==> src/indexed_list_store_defines.svh <==
// ----------------------------------------------------------------------------
// Indexed list store assertion macros
// Concurrent checks on clk with asynchronous reset arst_n, removed in synthesis.
// ----------------------------------------------------------------------------
`ifndef INDEXED_LIST_STORE_DEFINES_SVH
`define INDEXED_LIST_STORE_DEFINES_SVH

`ifndef SYNTHESIS
`define ILS_ASSERT_SAME(label, ante, cons) \
	label: assert property (@(posedge clk) disable iff (!arst_n) (ante) |-> (cons)) \
		else $error("indexed list store check failed");
`define ILS_ASSERT_NEXT(label, ante, cons) \
	label: assert property (@(posedge clk) disable iff (!arst_n) (ante) |=> (cons)) \
		else $error("indexed list store check failed");
`else
`define ILS_ASSERT_SAME(label, ante, cons)
`define ILS_ASSERT_NEXT(label, ante, cons)
`endif

`endif

==> src/ils_pkg.sv <==
// ----------------------------------------------------------------------------
// Indexed list store package
// Sizes, request and status codes, cell control and scan types.
// ----------------------------------------------------------------------------
package ils_pkg;

	localparam int DEPTH = 16;
	localparam int DATA_W = 32;
	localparam int POS_W = 4;
	localparam int CNT_W = $clog2(DEPTH + 1);
	localparam int IDX_W = $clog2(DEPTH);
	localparam int CMP_W = (CNT_W > POS_W) ? CNT_W : POS_W;

	typedef enum logic [2:0] {
		REQ_APPEND     = 3'd0,
		REQ_PREPEND    = 3'd1,
		REQ_DROP_BACK  = 3'd2,
		REQ_DROP_FRONT = 3'd3,
		REQ_READ       = 3'd4,
		REQ_WRITE      = 3'd5,
		REQ_REMOVE_AT  = 3'd6,
		REQ_CLEAR      = 3'd7
	} req_t;

	typedef enum logic [1:0] {
		STAT_OK    = 2'd0,
		STAT_POS   = 2'd1,
		STAT_EMPTY = 2'd2,
		STAT_FULL  = 2'd3
	} status_t;

	typedef enum logic [1:0] {
		CELL_HOLD,
		CELL_LOAD,
		CELL_FROM_LEFT,
		CELL_FROM_RIGHT
	} cell_op_t;

	typedef enum logic [1:0] {
		ST_IDLE,
		ST_SCAN,
		ST_DONE
	} state_t;

	typedef struct packed {
		cell_op_t op;
		logic     live;
	} cell_ctl_t;

	typedef struct packed {
		logic              vld;
		logic [DATA_W-1:0] hi;
		logic [DATA_W-1:0] lo;
	} scan_t;

endpackage

==> src/ils_if.sv <==
// ----------------------------------------------------------------------------
// Indexed list store channels
// Request and response channels with valid/ready handshake.
// ----------------------------------------------------------------------------
interface ils_req_if;
	logic                     valid;
	logic                     ready;
	logic [2:0]               req_type;
	logic [3:0]               position;
	logic signed [31:0]       data_in;

	modport source (output valid, req_type, position, data_in, input ready);
	modport sink (input valid, req_type, position, data_in, output ready);
endinterface

interface ils_rsp_if;
	logic                     valid;
	logic                     ready;
	logic signed [31:0]       read_value;
	logic [4:0]               count;
	logic signed [31:0]       largest;
	logic signed [31:0]       smallest;
	logic [1:0]               status;

	modport source (output valid, read_value, count, largest, smallest, status, input ready);
	modport sink (input valid, read_value, count, largest, smallest, status, output ready);
endinterface

==> src/ils_cell.sv <==
// ----------------------------------------------------------------------------
// Indexed list store cell
// Holds one element, shifts with its neighbors and extends the min/max scan.
// ----------------------------------------------------------------------------
module ils_cell (
	input  logic                            clk,
	input  ils_pkg::cell_ctl_t              ctl,
	input  logic [ils_pkg::DATA_W-1:0]      load_val,
	input  logic [ils_pkg::DATA_W-1:0]      left_val,
	input  logic [ils_pkg::DATA_W-1:0]      right_val,
	input  ils_pkg::scan_t                  scan_in,
	output logic [ils_pkg::DATA_W-1:0]      val,
	output ils_pkg::scan_t                  scan_out
);

	logic [ils_pkg::DATA_W-1:0] val_q;
	ils_pkg::scan_t             scan_q;
	ils_pkg::scan_t             scan_d;

	always_ff @(posedge clk) begin
		case (ctl.op)
			ils_pkg::CELL_LOAD:       val_q <= load_val;
			ils_pkg::CELL_FROM_LEFT:  val_q <= left_val;
			ils_pkg::CELL_FROM_RIGHT: val_q <= right_val;
			default:                  val_q <= val_q;
		endcase
	end

	always_comb begin
		scan_d = scan_in;
		if (ctl.live) begin
			if (!scan_in.vld) begin
				scan_d.vld = 1'b1;
				scan_d.hi  = val_q;
				scan_d.lo  = val_q;
			end else begin
				if ($signed(val_q) > $signed(scan_in.hi)) begin
					scan_d.hi = val_q;
				end
				if ($signed(val_q) < $signed(scan_in.lo)) begin
					scan_d.lo = val_q;
				end
			end
		end
	end

	always_ff @(posedge clk) begin
		scan_q <= scan_d;
	end

	assign val      = val_q;
	assign scan_out = scan_q;

endmodule

==> src/indexed_list_store.sv <==
// ----------------------------------------------------------------------------
// Indexed list store
// Bounded ordered list of signed words held in a row of shifting cells.
// ----------------------------------------------------------------------------
// The req channel carries one request word: req_type, position and data_in.
// The rsp channel returns one word per request: read_value, count, largest,
// smallest and status. Both channels use a valid/ready handshake.
// A request is applied to the cells at the edge that accepts it. The minimum
// and maximum then ripple through the cell row one cell per cycle, and the
// response is loaded into the output register when the scan leaves the last
// cell. No new request is taken from acceptance until that load.
// A new request is taken while the previous response still waits in the
// output register; a finished response that finds the register occupied
// waits until the receiver takes the old word, and no request is accepted
// meanwhile. Reset empties the list and drops any pending response; cell
// contents are not cleared since only cells below the count are ever read.
// ----------------------------------------------------------------------------
`include "indexed_list_store_defines.svh"

module indexed_list_store (
	input  logic          clk,
	input  logic          arst_n,
	ils_req_if.sink       req,
	ils_rsp_if.source     rsp
);

	localparam int DEPTH  = ils_pkg::DEPTH;
	localparam int DATA_W = ils_pkg::DATA_W;
	localparam int CNT_W  = ils_pkg::CNT_W;
	localparam int IDX_W  = ils_pkg::IDX_W;
	localparam int CMP_W  = ils_pkg::CMP_W;

	ils_pkg::state_t    state_q, state_d;
	logic [IDX_W-1:0]   scan_cnt_q;
	logic [CNT_W-1:0]   fill_q, fill_d;
	logic [DATA_W-1:0]  pend_rd_q, rd_d;
	ils_pkg::status_t   pend_status_q, status_d;

	logic               rsp_valid_q;
	logic [DATA_W-1:0]  rsp_rd_q, rsp_hi_q, rsp_lo_q;
	logic [4:0]         rsp_count_q;
	ils_pkg::status_t   rsp_status_q;

	logic               accept, load_rsp, in_ready;
	logic               full, empty, pos_ok;
	logic [CMP_W-1:0]   pos_ext, fill_ext;
	ils_pkg::req_t      req_code;

	logic [DATA_W-1:0]  cell_val [DEPTH];
	ils_pkg::scan_t     cell_scan [DEPTH];
	ils_pkg::cell_ctl_t cell_ctl [DEPTH];

	assign accept   = req.valid && in_ready;
	assign req_code = ils_pkg::req_t'(req.req_type);
	assign full     = (fill_q == CNT_W'(DEPTH));
	assign empty    = (fill_q == '0);
	assign pos_ext  = CMP_W'(req.position);
	assign fill_ext = CMP_W'(fill_q);
	assign pos_ok   = (pos_ext < fill_ext);

	always_comb begin
		fill_d   = fill_q;
		rd_d     = '0;
		status_d = ils_pkg::STAT_OK;
		case (req_code)
			ils_pkg::REQ_APPEND, ils_pkg::REQ_PREPEND: begin
				if (full) begin
					status_d = ils_pkg::STAT_FULL;
				end else begin
					fill_d = fill_q + CNT_W'(1);
				end
			end
			ils_pkg::REQ_DROP_BACK, ils_pkg::REQ_DROP_FRONT: begin
				if (empty) begin
					status_d = ils_pkg::STAT_EMPTY;
				end else begin
					fill_d = fill_q - CNT_W'(1);
				end
			end
			ils_pkg::REQ_READ: begin
				if (!pos_ok) begin
					status_d = ils_pkg::STAT_POS;
				end else begin
					for (int i = 0; i < DEPTH; i++) begin
						if (CMP_W'(i) == pos_ext) begin
							rd_d = cell_val[i];
						end
					end
				end
			end
			ils_pkg::REQ_WRITE: begin
				if (!pos_ok) begin
					status_d = ils_pkg::STAT_POS;
				end
			end
			ils_pkg::REQ_REMOVE_AT: begin
				if (!pos_ok) begin
					status_d = ils_pkg::STAT_POS;
				end else begin
					fill_d = fill_q - CNT_W'(1);
				end
			end
			default: begin
				fill_d = '0;
			end
		endcase
	end

	for (genvar gi = 0; gi < DEPTH; gi++) begin : g_cell
		logic [DATA_W-1:0] left_val, right_val;
		ils_pkg::scan_t    scan_in;

		always_comb begin
			cell_ctl[gi].op   = ils_pkg::CELL_HOLD;
			cell_ctl[gi].live = (CNT_W'(gi) < fill_q);
			if (accept) begin
				case (req_code)
					ils_pkg::REQ_APPEND: begin
						if (!full && fill_q == CNT_W'(gi)) begin
							cell_ctl[gi].op = ils_pkg::CELL_LOAD;
						end
					end
					ils_pkg::REQ_PREPEND: begin
						if (!full) begin
							cell_ctl[gi].op = (gi == 0) ? ils_pkg::CELL_LOAD
								: ils_pkg::CELL_FROM_LEFT;
						end
					end
					ils_pkg::REQ_DROP_FRONT: begin
						if (!empty) begin
							cell_ctl[gi].op = ils_pkg::CELL_FROM_RIGHT;
						end
					end
					ils_pkg::REQ_WRITE: begin
						if (pos_ok && pos_ext == CMP_W'(gi)) begin
							cell_ctl[gi].op = ils_pkg::CELL_LOAD;
						end
					end
					ils_pkg::REQ_REMOVE_AT: begin
						if (pos_ok && CMP_W'(gi) >= pos_ext) begin
							cell_ctl[gi].op = ils_pkg::CELL_FROM_RIGHT;
						end
					end
					default: begin
						cell_ctl[gi].op = ils_pkg::CELL_HOLD;
					end
				endcase
			end
		end

		if (gi == 0) begin : g_first
			assign left_val = '0;
			assign scan_in  = '0;
		end else begin : g_mid
			assign left_val = cell_val[gi-1];
			assign scan_in  = cell_scan[gi-1];
		end

		if (gi == DEPTH - 1) begin : g_last
			assign right_val = '0;
		end else begin : g_inner
			assign right_val = cell_val[gi+1];
		end

		ils_cell u_cell (
			.clk       (clk),
			.ctl       (cell_ctl[gi]),
			.load_val  (req.data_in),
			.left_val  (left_val),
			.right_val (right_val),
			.scan_in   (scan_in),
			.val       (cell_val[gi]),
			.scan_out  (cell_scan[gi])
		);
	end

	always_comb begin
		state_d = state_q;
		case (state_q)
			ils_pkg::ST_IDLE: begin
				if (req.valid) begin
					state_d = ils_pkg::ST_SCAN;
				end
			end
			ils_pkg::ST_SCAN: begin
				if (scan_cnt_q == '0) begin
					state_d = ils_pkg::ST_DONE;
				end
			end
			ils_pkg::ST_DONE: begin
				if (!rsp_valid_q || rsp.ready) begin
					state_d = ils_pkg::ST_IDLE;
				end
			end
			default: begin
				state_d = ils_pkg::ST_IDLE;
			end
		endcase
	end

	always_comb begin
		in_ready = 1'b0;
		load_rsp = 1'b0;
		case (state_q)
			ils_pkg::ST_IDLE: in_ready = 1'b1;
			ils_pkg::ST_DONE: load_rsp = !rsp_valid_q || rsp.ready;
			default: begin
				in_ready = 1'b0;
				load_rsp = 1'b0;
			end
		endcase
	end

	always_ff @(posedge clk or negedge arst_n) begin
		if (!arst_n) begin
			state_q     <= ils_pkg::ST_IDLE;
			fill_q      <= '0;
			scan_cnt_q  <= '0;
			rsp_valid_q <= 1'b0;
		end else begin
			state_q <= state_d;
			if (accept) begin
				fill_q     <= fill_d;
				scan_cnt_q <= IDX_W'(DEPTH - 1);
			end else if (state_q == ils_pkg::ST_SCAN && scan_cnt_q != '0) begin
				scan_cnt_q <= scan_cnt_q - IDX_W'(1);
			end
			if (load_rsp) begin
				rsp_valid_q <= 1'b1;
			end else if (rsp.ready) begin
				rsp_valid_q <= 1'b0;
			end
		end
	end

	always_ff @(posedge clk) begin
		if (accept) begin
			pend_rd_q     <= rd_d;
			pend_status_q <= status_d;
		end
		if (load_rsp) begin
			rsp_rd_q     <= pend_rd_q;
			rsp_count_q  <= fill_q[4:0];
			rsp_hi_q     <= cell_scan[DEPTH-1].vld ? cell_scan[DEPTH-1].hi : '0;
			rsp_lo_q     <= cell_scan[DEPTH-1].vld ? cell_scan[DEPTH-1].lo : '0;
			rsp_status_q <= pend_status_q;
		end
	end

	assign req.ready      = in_ready;
	assign rsp.valid      = rsp_valid_q;
	assign rsp.read_value = rsp_rd_q;
	assign rsp.count      = rsp_count_q;
	assign rsp.largest    = rsp_hi_q;
	assign rsp.smallest   = rsp_lo_q;
	assign rsp.status     = rsp_status_q;

	`ILS_ASSERT_SAME(a_fill_bound, 1'b1, fill_q <= CNT_W'(DEPTH))
	`ILS_ASSERT_NEXT(a_accept_scan, accept, state_q == ils_pkg::ST_SCAN)
	`ILS_ASSERT_NEXT(a_rsp_count, load_rsp, rsp_valid_q && rsp_count_q == fill_q[4:0])
	`ILS_ASSERT_SAME(a_rsp_order, rsp_valid_q, $signed(rsp_lo_q) <= $signed(rsp_hi_q))

endmodule

==> src/flat_wrapper.sv <==
// flat-port wrapper written by rule: the top's interface ports become plain ports
module indexed_list_store_flat 
  (clk, arst_n, req_valid, req_req_type, req_position, req_data_in, req_ready, rsp_valid, rsp_read_value, rsp_count, rsp_largest, rsp_smallest, rsp_status, rsp_ready);
  ils_req_if req_i ();
  ils_rsp_if rsp_i ();
  input  logic clk;
  input  logic arst_n;
  input wire logic [$bits(req_i.valid)-1:0] req_valid;
  input wire logic [$bits(req_i.req_type)-1:0] req_req_type;
  input wire logic [$bits(req_i.position)-1:0] req_position;
  input wire logic [$bits(req_i.data_in)-1:0] req_data_in;
  output wire logic [$bits(req_i.ready)-1:0] req_ready;
  output wire logic [$bits(rsp_i.valid)-1:0] rsp_valid;
  output wire logic [$bits(rsp_i.read_value)-1:0] rsp_read_value;
  output wire logic [$bits(rsp_i.count)-1:0] rsp_count;
  output wire logic [$bits(rsp_i.largest)-1:0] rsp_largest;
  output wire logic [$bits(rsp_i.smallest)-1:0] rsp_smallest;
  output wire logic [$bits(rsp_i.status)-1:0] rsp_status;
  input wire logic [$bits(rsp_i.ready)-1:0] rsp_ready;
  assign req_i.valid = req_valid;
  assign req_i.req_type = req_req_type;
  assign req_i.position = req_position;
  assign req_i.data_in = req_data_in;
  assign req_ready = req_i.ready;
  assign rsp_valid = rsp_i.valid;
  assign rsp_read_value = rsp_i.read_value;
  assign rsp_count = rsp_i.count;
  assign rsp_largest = rsp_i.largest;
  assign rsp_smallest = rsp_i.smallest;
  assign rsp_status = rsp_i.status;
  assign rsp_i.ready = rsp_ready;
  indexed_list_store u_core (.clk(clk), .arst_n(arst_n), .req(req_i), .rsp(rsp_i));
endmodule
==> config.mk <==
export PLATFORM = sky130hd
export DESIGN_NAME = indexed_list_store_flat
export DESIGN_NICKNAME = d
export VERILOG_FILES = /design/src/ils_pkg.sv /design/src/ils_if.sv /design/src/ils_cell.sv /design/src/indexed_list_store.sv /design/src/flat_wrapper.sv
export VERILOG_INCLUDE_DIRS = /design/src /design/src/src
export SDC_FILE = /design/constraint.sdc
export NUM_CORES = 2
export LEC_CHECK = 0
export BUFFER_PORTS_ARGS = -buffer_cell sky130_fd_sc_hd__buf_2
export CAP_MARGIN = 40
export CELL_PAD_IN_SITES_DETAIL_PLACEMENT = 1
export CELL_PAD_IN_SITES_GLOBAL_PLACEMENT = 1
export CORE_ASPECT_RATIO = 0.9
export CORE_UTILIZATION = 50
export CTS_CLUSTER_SIZE = 25
export DETAILED_ROUTE_END_ITERATION = 7
export PLACE_DENSITY_LB_ADDON = 0.05
export SYNTH_ARGS = -nofsm -noshare
export SYNTH_HDL_FRONTEND = slang
export SYNTH_SLANG_ARGS = --single-unit
==> constraint.sdc <==
create_clock -name clk -period 17.4 [get_ports clk]
set_input_delay 0.87 -clock clk [delete_from_list [all_inputs] [get_ports clk]]
set_output_delay 0.87 -clock clk [all_outputs]
set_load 0.03 [all_outputs]
==> summary.txt <==
First-pass GRT wire length: 478,000 um
Slew of the pin with the lowest slew margin: 1.057 ns
Min-Delay Path Depth: 3
Headroom to the max-slew limit: 29.53%
DRC Markers: 10
Leak Pwr: 45.61 nW
Worst Hold End: u_core.rsp.valid$_DFFE_PN0P_
R2r setup slk: 11.73 ns
Post-CTS Resized: 0
Fmax: 176.3 MHz
Syn Inst Count: 8,659
Routed vias: 70,240
Port Buf Inserts: 147
Clock buffer depth: 3
GRT overflow: 0
Clk_lat worst skew: 0.84 ns
Critical path's most frequent cell: buf_4
Worst hold-check path type: in2reg
Most common library cells after synthesis: 1,288 x inv_1, 1,008 x dfxtp_1, 923 x ha_1, 649 x edfxtp_1, 622 x mux2_2
Cells on worst reg2reg path: 13
Vias in the first global route: 73,110
Fin crit share: 32.60%
Synth cell types: 101
Final Critical Period: 5.672 ns
Cell row count: 147
DR vias/cell: 6.219
First drt pass iteration count: 8
Synthesis-to-layout area growth: 11.18%
Worst hold start: rsp_ready
CTS Buf Count: 182
Mapped cell area: 90,380 um2
Post-synth ARST share: 0.7190%
Critical Path RT: 18.06 ns
Failing checks: DRC
Crit path arrival time: 6.34 ns
Most frequent cell after synthesis: inv_1
Post-synthesis sequential area ratio: 44.22%
Iteration-0 DRC count of the detailed router: 7,677
RD Place Congestion: 0.9398
Routed length per placed instance: 28.97 um
CP Capture Type: flop
Top-area cell type share of the netlist area: 22.33%
Share of layout cells above drive strength 1: 15.59%
Critical path class: reg2reg
Startpoint Class: flop
Yosys top cell by area: dfxtp_1
Initial Util: 50.50%
Largest net degree at the start of global routing: 75
Max Cap Viol: 0
Syn nets: 9,625
H-tree depth: 4
Unrepaired setup endpoints after global routing: no
CTS tree: done
Crit-path max FO: 66
Initial antenna violation count: 14
Die W: 450.2 um
CTS Sinks: 1,669
Gr usage total: 35.01%
Power, Total: 16.64 mW
Warnings, synthesis: 0
Number of synthesized flops with an enable pin: 649
Final slew viol count: 0
Slowest library cell on the worst path: buf_4
Clock Skews: 0.02590 ns
Die height: 405.3 um
ANT nets after route: 0
Die ar.: 182,500 um2
IO Pins: 148
Worst r2r src: u_core.fill_ext[1]$_DFFE_PN0P_
Register bit count reported by yosys: 1,669
# nets final: 9,711
Reg2Reg Capture Point: u_core.g_cell[2].u_cell.val[7]$_DFFE_PP_
Post-Syn Area per Cell: 10.44 um2
Post-synth top flop: dfxtp_1
Fill count: 19,070
Power per cell area: 165.6 nW/um2
Root buf cell: clkbuf_16
Clk slew on worst S/H paths: 0.06 ns
Setup TNS: 0 ns
Most area-consuming cells after synthesis: dfxtp_1 22%, edfxtp_1 22%, ha_1 13%
Core area: 179,000 um2
Run status: complete, but fails checks
Worst path cell trace: clkinv_1, ha_1, a21o_1, a21o_1, a211oi_2, buf_4, a221o_1, nor3_4, buf_4, buf_4, buf_4, a22oi_1, o21ai_0
Routed wire length: 327,200 um
Post-DP HPWL: 252,300 um
Max rail drop VDD: 0.0001052 V
Setup violators final: 0
Max stage delay on crit path: 0.74 ns
Final Hold Viols: 0
==> flip-flops by register name (all words and copies together) (netlist names) <==
name / flops
u_core.rsp.read_value: 32
u_core.rsp.largest: 32
u_core.rsp.valid: 1
u_core.rsp.count: 5
u_core.pend_status_q: 2
u_core.g_cell.u_cell.scan_out: 1008
u_core.fill_ext: 5
u_core.state_q: 2
u_core.pend_rd_q: 32
u_core.rsp.smallest: 32
u_core.rsp.status: 2
u_core.scan_cnt_q: 4
u_core.g_cell.u_cell.val: 512
==> worst max-delay path by stage <==
stage                                        start                                       end  slack, ns  cells after the start
floorplan                                rsp_ready             u_core.rsp.count[0]$_DFFE_PP_      11.27                      2
detailed placement                 req_position[2]  u_core.g_cell[2].u_cell.val[5]$_DFFE_PP_      11.65                     14
global placement                   req_position[2]  u_core.g_cell[1].u_cell.val[0]$_DFFE_PP_      11.39                     14
CTS                 u_core.fill_ext[1]$_DFFE_PN0P_  u_core.g_cell[2].u_cell.val[7]$_DFFE_PP_      11.91                     13
global route        u_core.fill_ext[1]$_DFFE_PN0P_  u_core.g_cell[2].u_cell.val[7]$_DFFE_PP_      11.60                     13
finish              u_core.fill_ext[1]$_DFFE_PN0P_  u_core.g_cell[2].u_cell.val[7]$_DFFE_PP_      11.73                     13
==> layout by cell type, fill, tap and decap left out, types with 136 or more instances in the layout <==
master     netlist  layout
inv_1         1288    1287
dfxtp_1       1008    1007
ha_1           923     923
edfxtp_1       649     649
mux2_2         622     622
nand2_1        461     458
mux2i_1        390     390
o21ai_0        374     370
a21oi_1        296     282
a22oi_1        239     239
a21o_1         187     187
clkbuf_16        0     185
a222oi_1       178     178
nor2_1         181     168
nand3_1        168     168
buf_2          141     155
buf_4           15     136
==> routing by layer <==
layer  GRT usage (%)  vias up  wire, um
met2           58.56     2646    153900
met5               0        -         0
li1                -    31760         -
met4           17.74        0     17610
met1           44.48    35220    134600
met3           4.382      606     21020
==> cells by family after synthesis <==
group                    Yosys count  synth area share [%]
buffers and inverters           1700                 7.353
XOR/XNOR                           7               0.06784
AND/OR/NAND/NOR                 1364                 7.533
adder cells (fa/ha/maj)          923                 12.78
AO/OA/AOI/OAI                   1956                 15.35
multiplexers                    1040                 12.69
flip-flops                      1669                 44.22
==> through the flow <==
| stage | instances | util, % | area (um2) | worst slack (ns) | hold WS [ns] |
|---|---|---|---|---|---|
| floorplan | 8659 | - | 90380 | 11.27 | 0.4003 |
| global placement | 10910 | 52.45 | 93870 | 11.39 | 0.4010 |
| detailed placement | 10940 | 52.73 | 94370 | 11.65 | 0.4057 |
| CTS | 11290 | 56.14 | 100500 | 11.91 | 0.2913 |
| global route | 11290 | 56.14 | 100500 | 11.60 | 0.3637 |
| finish | 11300 | 56.15 | 100500 | 11.73 | 0.3624 |
==> timing repair <==
item	4_1_cts	5_1_grt
hold buffers	1	0
buffers inserted	0	0
endpoints found under the hold margin	11	0
==> power by group <==
group	switching, mW	internal (mW)
Sequential	0.711	5.39
Combinational	3.68	2.89
Clock	1.68	2.30
Total	6.06	10.6
==> final cells by class <==
cell class                 instances  area [um2]  area share, %
sequential                      1669       39970          39.78
clock buffer                     265        5280          5.255
clock inverter                    79       809.5         0.8056
antenna                            6       15.01        0.01494
inverter                        1290        4842          4.819
multi-input combinational       5290       44360          44.15
timing repair buffer             312        2220          2.209
tap                             2384        2983          2.969
==> worst max-delay path, delay by kind of cell, from the launching register on <==
family	cells	cell delay (ns)
fa+ha+maj	1	0.47
flops	1	0.68
buf+inv	5	2.75
compound gates	6	1.35
simple gates	1	0.14
(Power assumes the default switching activity.)
